<file path="src/pad_dfr_pkg.sv">
// ----------------------------------------------------------------------------
// pad_dfr_pkg
// types and constants shared by the padded argument deframer
// ----------------------------------------------------------------------------
package pad_dfr_pkg;

  // role of each byte in the argument area
  typedef enum logic [2:0] {
    KIND_LEN_LO  = 3'd0,
    KIND_LEN_HI  = 3'd1,
    KIND_KEPT    = 3'd2,
    KIND_DROPPED = 3'd3,
    KIND_PAD     = 3'd4,
    KIND_PAST    = 3'd5
  } byte_kind_e;

  // reset value of the copy limit
  localparam logic [15:0] MaxLenReset = 16'hFFFF;
  // bytes taken by the length field
  localparam logic [1:0] LenFieldBytes = 2'd2;

  // one input item
  typedef struct packed {
    logic [7:0]  data_byte;
    logic        start_packet;
    logic [15:0] arg_count;
  } in_item_t;

  // one result item
  typedef struct packed {
    logic [7:0]  out_byte;
    byte_kind_e  byte_kind;
    logic [15:0] arg_index;
    logic [15:0] arg_length;
    logic [15:0] payload_offset;
    logic        arg_end;
  } result_t;

endpackage

</file>
<file path="src/pad_dfr_parser.sv">
// ----------------------------------------------------------------------------
// pad_dfr_parser
// argument walk state and per-byte classification, one byte per step
// ----------------------------------------------------------------------------
module pad_dfr_parser import pad_dfr_pkg::*; (
  input  logic        clk_i,
  input  logic        rst_ni,
  input  logic        step_i,
  input  in_item_t    item_i,
  input  logic [15:0] max_len_i,
  output result_t     res_o
);

  typedef enum logic [5:0] {
    PH_WAIT    = 6'b000001,
    PH_LEN_LO  = 6'b000010,
    PH_LEN_HI  = 6'b000100,
    PH_PAYLOAD = 6'b001000,
    PH_PAD     = 6'b010000,
    PH_PAST    = 6'b100000
  } phase_e;

  phase_e      phase_q, phase_d;
  logic [15:0] args_total_q, args_total_d;
  logic [15:0] args_done_q, args_done_d;
  logic [7:0]  length_low_q, length_low_d;
  logic [15:0] cur_length_q, cur_length_d;
  logic [15:0] byte_offset_q, byte_offset_d;
  logic [1:0]  pad_left_q, pad_left_d;

  // effective state after a packet start is applied
  phase_e      ph;
  logic [15:0] total, done, cur_len, offset;
  logic [7:0]  len_lo;
  logic [1:0]  pad;
  logic [15:0] new_len, offset_inc, done_inc;
  logic [1:0]  pad_dec;

  // classification and next state
  always_comb begin
    ph      = phase_q;
    total   = args_total_q;
    done    = args_done_q;
    cur_len = cur_length_q;
    offset  = byte_offset_q;
    len_lo  = length_low_q;
    pad     = pad_left_q;
    if (item_i.start_packet) begin
      total   = item_i.arg_count;
      done    = 16'd0;
      cur_len = 16'd0;
      offset  = 16'd0;
      len_lo  = 8'd0;
      pad     = 2'd0;
      ph      = (item_i.arg_count == 16'd0) ? PH_PAST : PH_LEN_LO;
    end

    new_len    = {item_i.data_byte, len_lo};
    offset_inc = offset + 16'd1;
    done_inc   = done + 16'd1;
    pad_dec    = pad - 2'd1;

    phase_d       = ph;
    args_total_d  = total;
    args_done_d   = done;
    length_low_d  = len_lo;
    cur_length_d  = cur_len;
    byte_offset_d = offset;
    pad_left_d    = pad;

    res_o.out_byte       = item_i.data_byte;
    res_o.byte_kind      = KIND_PAST;
    res_o.arg_index      = done;
    res_o.arg_length     = 16'd0;
    res_o.payload_offset = 16'd0;
    res_o.arg_end        = 1'b0;

    unique case (ph)
      PH_LEN_LO: begin
        res_o.byte_kind = KIND_LEN_LO;
        length_low_d    = item_i.data_byte;
        phase_d         = PH_LEN_HI;
      end
      PH_LEN_HI: begin
        res_o.byte_kind  = KIND_LEN_HI;
        res_o.arg_length = new_len;
        cur_length_d     = new_len;
        // pad so that length field plus payload is a multiple of four
        pad_left_d       = 2'd0 - (new_len[1:0] + LenFieldBytes);
        byte_offset_d    = 16'd0;
        phase_d          = (new_len != 16'd0) ? PH_PAYLOAD : PH_PAD;
      end
      PH_PAYLOAD: begin
        res_o.byte_kind      = (offset < max_len_i) ? KIND_KEPT : KIND_DROPPED;
        res_o.arg_length     = cur_len;
        res_o.payload_offset = offset;
        byte_offset_d        = offset_inc;
        if (offset_inc >= cur_len) begin
          if (pad != 2'd0) begin
            phase_d = PH_PAD;
          end else begin
            res_o.arg_end = 1'b1;
            args_done_d   = done_inc;
            phase_d       = (done_inc >= total) ? PH_PAST : PH_LEN_LO;
          end
        end
      end
      PH_PAD: begin
        res_o.byte_kind  = KIND_PAD;
        res_o.arg_length = cur_len;
        pad_left_d       = pad_dec;
        if (pad_dec == 2'd0) begin
          res_o.arg_end = 1'b1;
          args_done_d   = done_inc;
          phase_d       = (done_inc >= total) ? PH_PAST : PH_LEN_LO;
        end
      end
      PH_WAIT, PH_PAST: begin
        res_o.byte_kind = KIND_PAST;
      end
      default: begin
        res_o.byte_kind = KIND_PAST;
      end
    endcase
  end

  // state registers, updated only when a byte moves to the result stage
  always_ff @(posedge clk_i or negedge rst_ni) begin
    if (!rst_ni) begin
      phase_q       <= PH_WAIT;
      args_total_q  <= 16'd0;
      args_done_q   <= 16'd0;
      length_low_q  <= 8'd0;
      cur_length_q  <= 16'd0;
      byte_offset_q <= 16'd0;
      pad_left_q    <= 2'd0;
    end else if (step_i) begin
      phase_q       <= phase_d;
      args_total_q  <= args_total_d;
      args_done_q   <= args_done_d;
      length_low_q  <= length_low_d;
      cur_length_q  <= cur_length_d;
      byte_offset_q <= byte_offset_d;
      pad_left_q    <= pad_left_d;
    end
  end

endmodule

</file>
<file path="src/padded_argument_deframer.sv">
// ----------------------------------------------------------------------------
// padded_argument_deframer
// tags each byte of a packet argument area with its role and position
// ----------------------------------------------------------------------------
// The slave stream carries one raw byte per item, with the packet start flag
// in tuser and the argument count beside the byte in tdata. The master stream
// returns the byte with its kind in tuser, its argument index, argument
// length and payload offset in tdata, and tlast on the final byte of each
// argument, padding included.
// Throughput is one item per cycle while the receiver takes results. An
// accepted item is held in the input register, then the single-pass
// classifier writes its result into the result register, from which the
// receiver takes it.
// When the receiver stalls, the result register holds its item and the input
// register still takes one more item; tready then drops until the result is
// taken. Reset empties both registers, returns the walk to waiting for a
// packet start and sets max_len to 65535. Bytes before any start are tagged
// past last argument. cfg_we_i loads max_len; write it while the block idles.
// ----------------------------------------------------------------------------
module padded_argument_deframer import pad_dfr_pkg::*; (
  input  logic        clk_i,
  input  logic        rst_ni,
  // configuration: max_len
  input  logic        cfg_we_i,
  input  logic [15:0] cfg_wdata_i,
  // input stream
  input  logic        s_axis_tvalid_i,
  output logic        s_axis_tready_o,
  input  logic [23:0] s_axis_tdata_i,   // data_byte[7:0], arg_count[23:8]
  input  logic        s_axis_tuser_i,   // start_packet
  // result stream
  output logic        m_axis_tvalid_o,
  input  logic        m_axis_tready_i,
  // out_byte[7:0], arg_index[23:8], arg_length[39:24], payload_offset[55:40]
  output logic [55:0] m_axis_tdata_o,
  output logic [2:0]  m_axis_tuser_o,   // byte_kind[2:0]
  output logic        m_axis_tlast_o    // arg_end
);

  logic [15:0] max_len_q;
  logic        in_valid_q;
  in_item_t    in_item_q;
  logic        out_valid_q;
  result_t     out_res_q;
  result_t     res;
  logic        out_free;
  logic        advance;
  logic        in_take;

  // handshake between the two register stages
  assign out_free        = !out_valid_q || m_axis_tready_i;
  assign advance         = in_valid_q && out_free;
  assign s_axis_tready_o = !in_valid_q || out_free;
  assign in_take         = s_axis_tvalid_i && s_axis_tready_o;

  // copy limit register
  always_ff @(posedge clk_i or negedge rst_ni) begin
    if (!rst_ni) begin
      max_len_q <= MaxLenReset;
    end else if (cfg_we_i) begin
      max_len_q <= cfg_wdata_i;
    end
  end

  // input register
  always_ff @(posedge clk_i or negedge rst_ni) begin
    if (!rst_ni) begin
      in_valid_q <= 1'b0;
    end else if (in_take) begin
      in_valid_q <= 1'b1;
    end else if (advance) begin
      in_valid_q <= 1'b0;
    end
  end

  always_ff @(posedge clk_i) begin
    if (in_take) begin
      in_item_q.data_byte    <= s_axis_tdata_i[7:0];
      in_item_q.arg_count    <= s_axis_tdata_i[23:8];
      in_item_q.start_packet <= s_axis_tuser_i;
    end
  end

  // classifier and walk state
  pad_dfr_parser u_parser (
    .clk_i     (clk_i),
    .rst_ni    (rst_ni),
    .step_i    (advance),
    .item_i    (in_item_q),
    .max_len_i (max_len_q),
    .res_o     (res)
  );

  // result register
  always_ff @(posedge clk_i or negedge rst_ni) begin
    if (!rst_ni) begin
      out_valid_q <= 1'b0;
    end else if (advance) begin
      out_valid_q <= 1'b1;
    end else if (m_axis_tready_i) begin
      out_valid_q <= 1'b0;
    end
  end

  always_ff @(posedge clk_i) begin
    if (advance) begin
      out_res_q <= res;
    end
  end

  // result packing
  assign m_axis_tvalid_o = out_valid_q;
  assign m_axis_tdata_o  = {out_res_q.payload_offset, out_res_q.arg_length,
                            out_res_q.arg_index, out_res_q.out_byte};
  assign m_axis_tuser_o  = out_res_q.byte_kind;
  assign m_axis_tlast_o  = out_res_q.arg_end;

endmodule

</file>
<file path="config.mk">
export PLATFORM = sky130hd
export DESIGN_NAME = padded_argument_deframer
export DESIGN_NICKNAME = d
export VERILOG_FILES = /design/src/pad_dfr_pkg.sv /design/src/pad_dfr_parser.sv /design/src/padded_argument_deframer.sv
export SDC_FILE = /design/constraint.sdc
export NUM_CORES = 1
export LEC_CHECK = 0
export ABC_AREA = 1
export BUFFER_PORTS_ARGS = -buffer_cell sky130_fd_sc_hd__buf_2
export CAP_MARGIN = 10
export CORE_ASPECT_RATIO = 0.6
export CORE_MARGIN = 2
export CORE_UTILIZATION = 50
export CTS_BUF_LIST = sky130_fd_sc_hd__clkbuf_8
export DETAILED_ROUTE_END_ITERATION = 8
export PLACE_DENSITY = 0.7
export SETUP_SLACK_MARGIN = 0.2
export SLEW_MARGIN = 20
export SYNTH_ARGS = -nofsm -noshare
export SYNTH_HDL_FRONTEND = slang
export SYNTH_HIERARCHICAL = 1
export SYNTH_SLANG_ARGS = --single-unit
export TNS_END_PERCENT = 30
</file>
<file path="constraint.sdc">
create_clock -name clk_i -period 13 [get_ports clk_i]
set_clock_uncertainty 0.2 [all_clocks]
set_input_delay 1.95 -clock clk_i [delete_from_list [all_inputs] [get_ports clk_i]]
set_output_delay 1.95 -clock clk_i [all_outputs]
set_load 0.02 [all_outputs]
</file>
==> metrics.md <==
| Metric | Value |
|---|---|
| Status | finished clean |
| 1st-pass router iterations | 6 |
| CP Max Fanout | 59 |
| Compound-gate portion of the synthesized area | under 10% |
| Most frequent cell on the critical path | nand2_1 |
| Reg2reg start | in_item_q[16] |
| Slew margin rel. | 37.2% |
| Final Non-Filler Cells | 1567 |
| Pwr dens | 134 mW/mm² |
| Leakage | 5.54 nW |
| Placed insts | 1535 |
| Clk_lat worst skew | ~0.49 ns |
| R2R depth | 23 |
| Ant diodes | 0 |
| Async set-or-reset flop fraction in the synthesized netlist | 53.6% |
| H-tree Lvls | 4 |
| CP Launch Type | register |
| Area delta synth->final | 9.94% |
| Synth Warn # | 6 |
| FF+latch count, synth | 183 |
| I/O Buffers | 107 |
| Vias in the first global route | 7677 |
| Post-synthesis xor/xnor area fraction | 1.98% |
| Utilization after layout | 56.1% |
| Switching Share | roughly 35% |
| Post-CTS setup buffer count | 0 |
| Final Cell Area | 0.0112 mm² |
| Peak supply drop | 0.0965 mV |
| Yosys cell types | 46 |
| Top FF cell, synth | edfxtp_1 |
| Slowest stage delay, CP | 0.39 ns |
| RSZ-0062 raised after global routing | no |
| Largest family of logic cells by synthesized area | simple AND/OR/NAND/NOR gates |
| Via-to-Cell Ratio | about 5.4 |
| Syn_area_per_cell | 8.47 µm² |
| EDFF count, synth | 85 |
| Seq pwr share | 49.0% |
| Critical path required time | 13.17 ns |
| Multiplexer area fraction after synthesis | 0.295% |
| Synth Instances | 1202 |
| Seq/Total Area, Yosys | 49.3% |
| First-pass GRT wire length | 40.6 mm |
| Initial antenna violation count | 0 |
| Worst-path clk slew | 0.10 ns |
| Hold path cells | 2 |
| Min-Delay Startpoint | max_len_q[2] |
| CTS max path bufs | 2 |
| Arrival time at the worst endpoint | 4.94 ns |
| Site Rows | 40 |
| Root buffer cell | clkbuf_8 |
| Logic pwr share | 25.9% |
| CTS Buf Count | 17 |
| Hold_buf cts | 0 |
| Worst-Margin Slew | 0.940 ns |
| TritonCTS clock tree | yes |
| Avg WL per Cell | roughly 16 µm |
| Crit path cell chain | buf_4, inv_2, nand2_1, nor3_2, nand3_1, nor2_1, nand4_1, inv_1, nand2_1, nand2_1, inv_1, ha_1, nand2_1, o21bai_1, a21oi_1, nor2_1, nand2_1, nand3_4, nand2_4, nand2_1, nand2_1, nand2_1, nand2_1 |
| Switch Pwr | roughly 0.53 mW |
| Leading cell type in the layout, fill and taps excluded | nand2_1 |
| CORE AREA | roughly 0.020 mm² |
| Antenna-violating nets left | 0 |
| Detailed Place HPWL | 17.2 mm |
| Layout cells sized above 1 | between 10% and 20% |
| Post-route DRC | 0 |
| Post-DP Area | 0.0108 mm² |
| Setup TNS | 0 ns |
| Slew Limit Fails | 0 |
| Total wire length | 24.6 mm |
| Max-cap violations | 0 |
| Crit Path Category | register to register |
| Die footprint | 0.0216 mm² |
| GRT Util Overall | approximately a quarter |
| Share of total power in the clock network | 25.2% |
| Die Span X | ~190 µm |
| Worst reg2reg endpoint | u_parser/args_done_q[4] |
| Clock Sink Count | 183 |
| IO Count | 108 |
| Overflow after GRT | 0 |
| Largest net degree at the start of global routing | 92 |
| GPL Wtd Cong | 0.971 |
| Most frequent cells in the layout | nand2_1, inv_1, nor2_1 |
| Final Cycle Share | roughly 37% |
| Fmax | around 210 MHz |
| Die H | 115 µm |
| CP Capture Type | register |
| HP Class | register to register |
| CP max stage cell | nor2_1 |
| Pint | 0.968 mW |
| Post-Syn Area | between 0.01 and 0.015 mm² |
| Min cycle time layout | around 4.8 ns |
| Hold Vio Cnt, Final | 0 |
| PostCTS Resize Cnt | 0 |
| Vias | 8411 |
| DR iter-0 viols | 1096 |
| R2R setup slack | 8.23 ns |
| Initial Util | 51.0% |
| Simple-gate area share of the yosys netlist | between 20% and 30% |
| Adder-Cell Fraction of Synth Area | 6.39% |
| Fin nets | 1379 |
| # setup viols final | 0 |
| Endpoint, Worst Hold | max_len_q[2] |
| Net count after synthesis | 1300 |
==> metrics by stage <==
stage | setup slack (ns) | hold slack [ns] | power, mW
after CTS | 8.37 | 0.272 | 1.50
after global routing | 7.84 | 0.292 | 1.60
after detailed placement | 8.38 | 0.255 | 1.13
final | 8.23 | 0.270 | 1.50
after floorplan | 6.78 | 0.247 | 1.02
after global placement | 8.41 | 0.257 | 1.12
==> how the worst max path moves through the flow <==
| stage | cells past startpoint | startpoint | slack, ns | to |
|---|---|---|---|---|
| 5_1_grt | 23 | in_item_q[16] | 7.84 | u_parser/args_done_q[5] |
| 4_1_cts | 4 | m_axis_tready_i | 8.37 | s_axis_tready_o |
| 6_report | 23 | in_item_q[16] | 8.23 | u_parser/args_done_q[4] |
| 2_1_floorplan | 7 | m_axis_tready_i | 6.78 | u_parser/args_done_q[0] |
| 3_3_place_gp | 4 | m_axis_tready_i | 8.41 | s_axis_tready_o |
| 3_5_place_dp | 4 | m_axis_tready_i | 8.38 | s_axis_tready_o |
==> cells in the mapped netlist, types with 6 or more instances <==
cell type / number / area, µm²
dfrtp_1: 81 / 2030
nand3_1: 69 / 345
a21oi_1: 65 / 325
xor2_1: 21 / 184
buf_4: 10 / 75.1
o21ai_0: 75 / 375
a31oi_1: 11 / 68.8
dfstp_2: 17 / 447
ha_1: 52 / 651
nor2_1: 110 / 413
nor2_2: 12 / 75.1
edfxtp_1: 85 / 2550
nand4_1: 12 / 75.1
nor3_1: 13 / 65.1
clkbuf_1: 19 / 71.3
buf_2: 14 / 70.1
nand2_1: 305 / 1140
a22oi_1: 6 / 45.0
inv_1: 157 / 589
o22ai_1: 8 / 50.1
buf_6: 7 / 78.8
==> power by group through the flow <==
stage | Clock [mW] | Sequential, mW | Combinational, mW
3_3_place_gp | 0 | 0.744 | 0.372
6_report | 0.377 | 0.735 | 0.388
4_1_cts | 0.387 | 0.734 | 0.382
3_5_place_dp | 0 | 0.745 | 0.380
5_1_grt | 0.413 | 0.744 | 0.439
2_1_floorplan | 0 | 0.758 | 0.259
==> metal layers <==
layer	part of all wire [%]	global-route usage, %
met5	0	0
met4	1.1	6.56
met3	9.3	5.67
met2	38	30.7
met1	52	40.1
==> flip-flops by register name, indices dropped and copies added, names as in the netlist <==
name,cells
in_item_q,25
in_valid_q,1
m_axis_tdata_o,56
m_axis_tlast_o,1
m_axis_tuser_o,3
m_axis_tvalid_o,1
max_len_q,16
u_parser/args_done_q,16
u_parser/args_total_q,16
u_parser/byte_offset_q,16
u_parser/cur_length_q,16
u_parser/length_low_q,8
u_parser/pad_left_q,2
u_parser/phase_q,6
==> cell type report <==
| type | count | area [µm²] |
|---|---|---|
| sequential | 183 | 5030 |
| clock inverter | 15 | 144 |
| timing repair buffer | 114 | 591 |
| clock buffer | 17 | 234 |
| inverter | 162 | 612 |
| tap | 273 | 342 |
| multi-input combinational | 803 | 4250 |
| fill | 1813 | 8770 |
==> cells by family after synthesis <==
kind of cell / Yosys count
adder cells (fa/ha/maj): 52
multiplexers: 3
flip-flops: 183
AND/OR/NAND/NOR: 544
XOR/XNOR: 23
buffers and inverters: 216
AO/OA/AOI/OAI: 181
==> critical path: cells and delay by family (launching register included) <==
kind / cells / cell delay, ns
adders and majority gates: 1 / 0.30
AOI/OAI and AO/OA: 2 / 0.18
DFF: 1 / 0.38
and+or+nand+nor: 16 / 2.84
buffers and inverters: 4 / 0.72
Power figures use the tool's default switching activity.
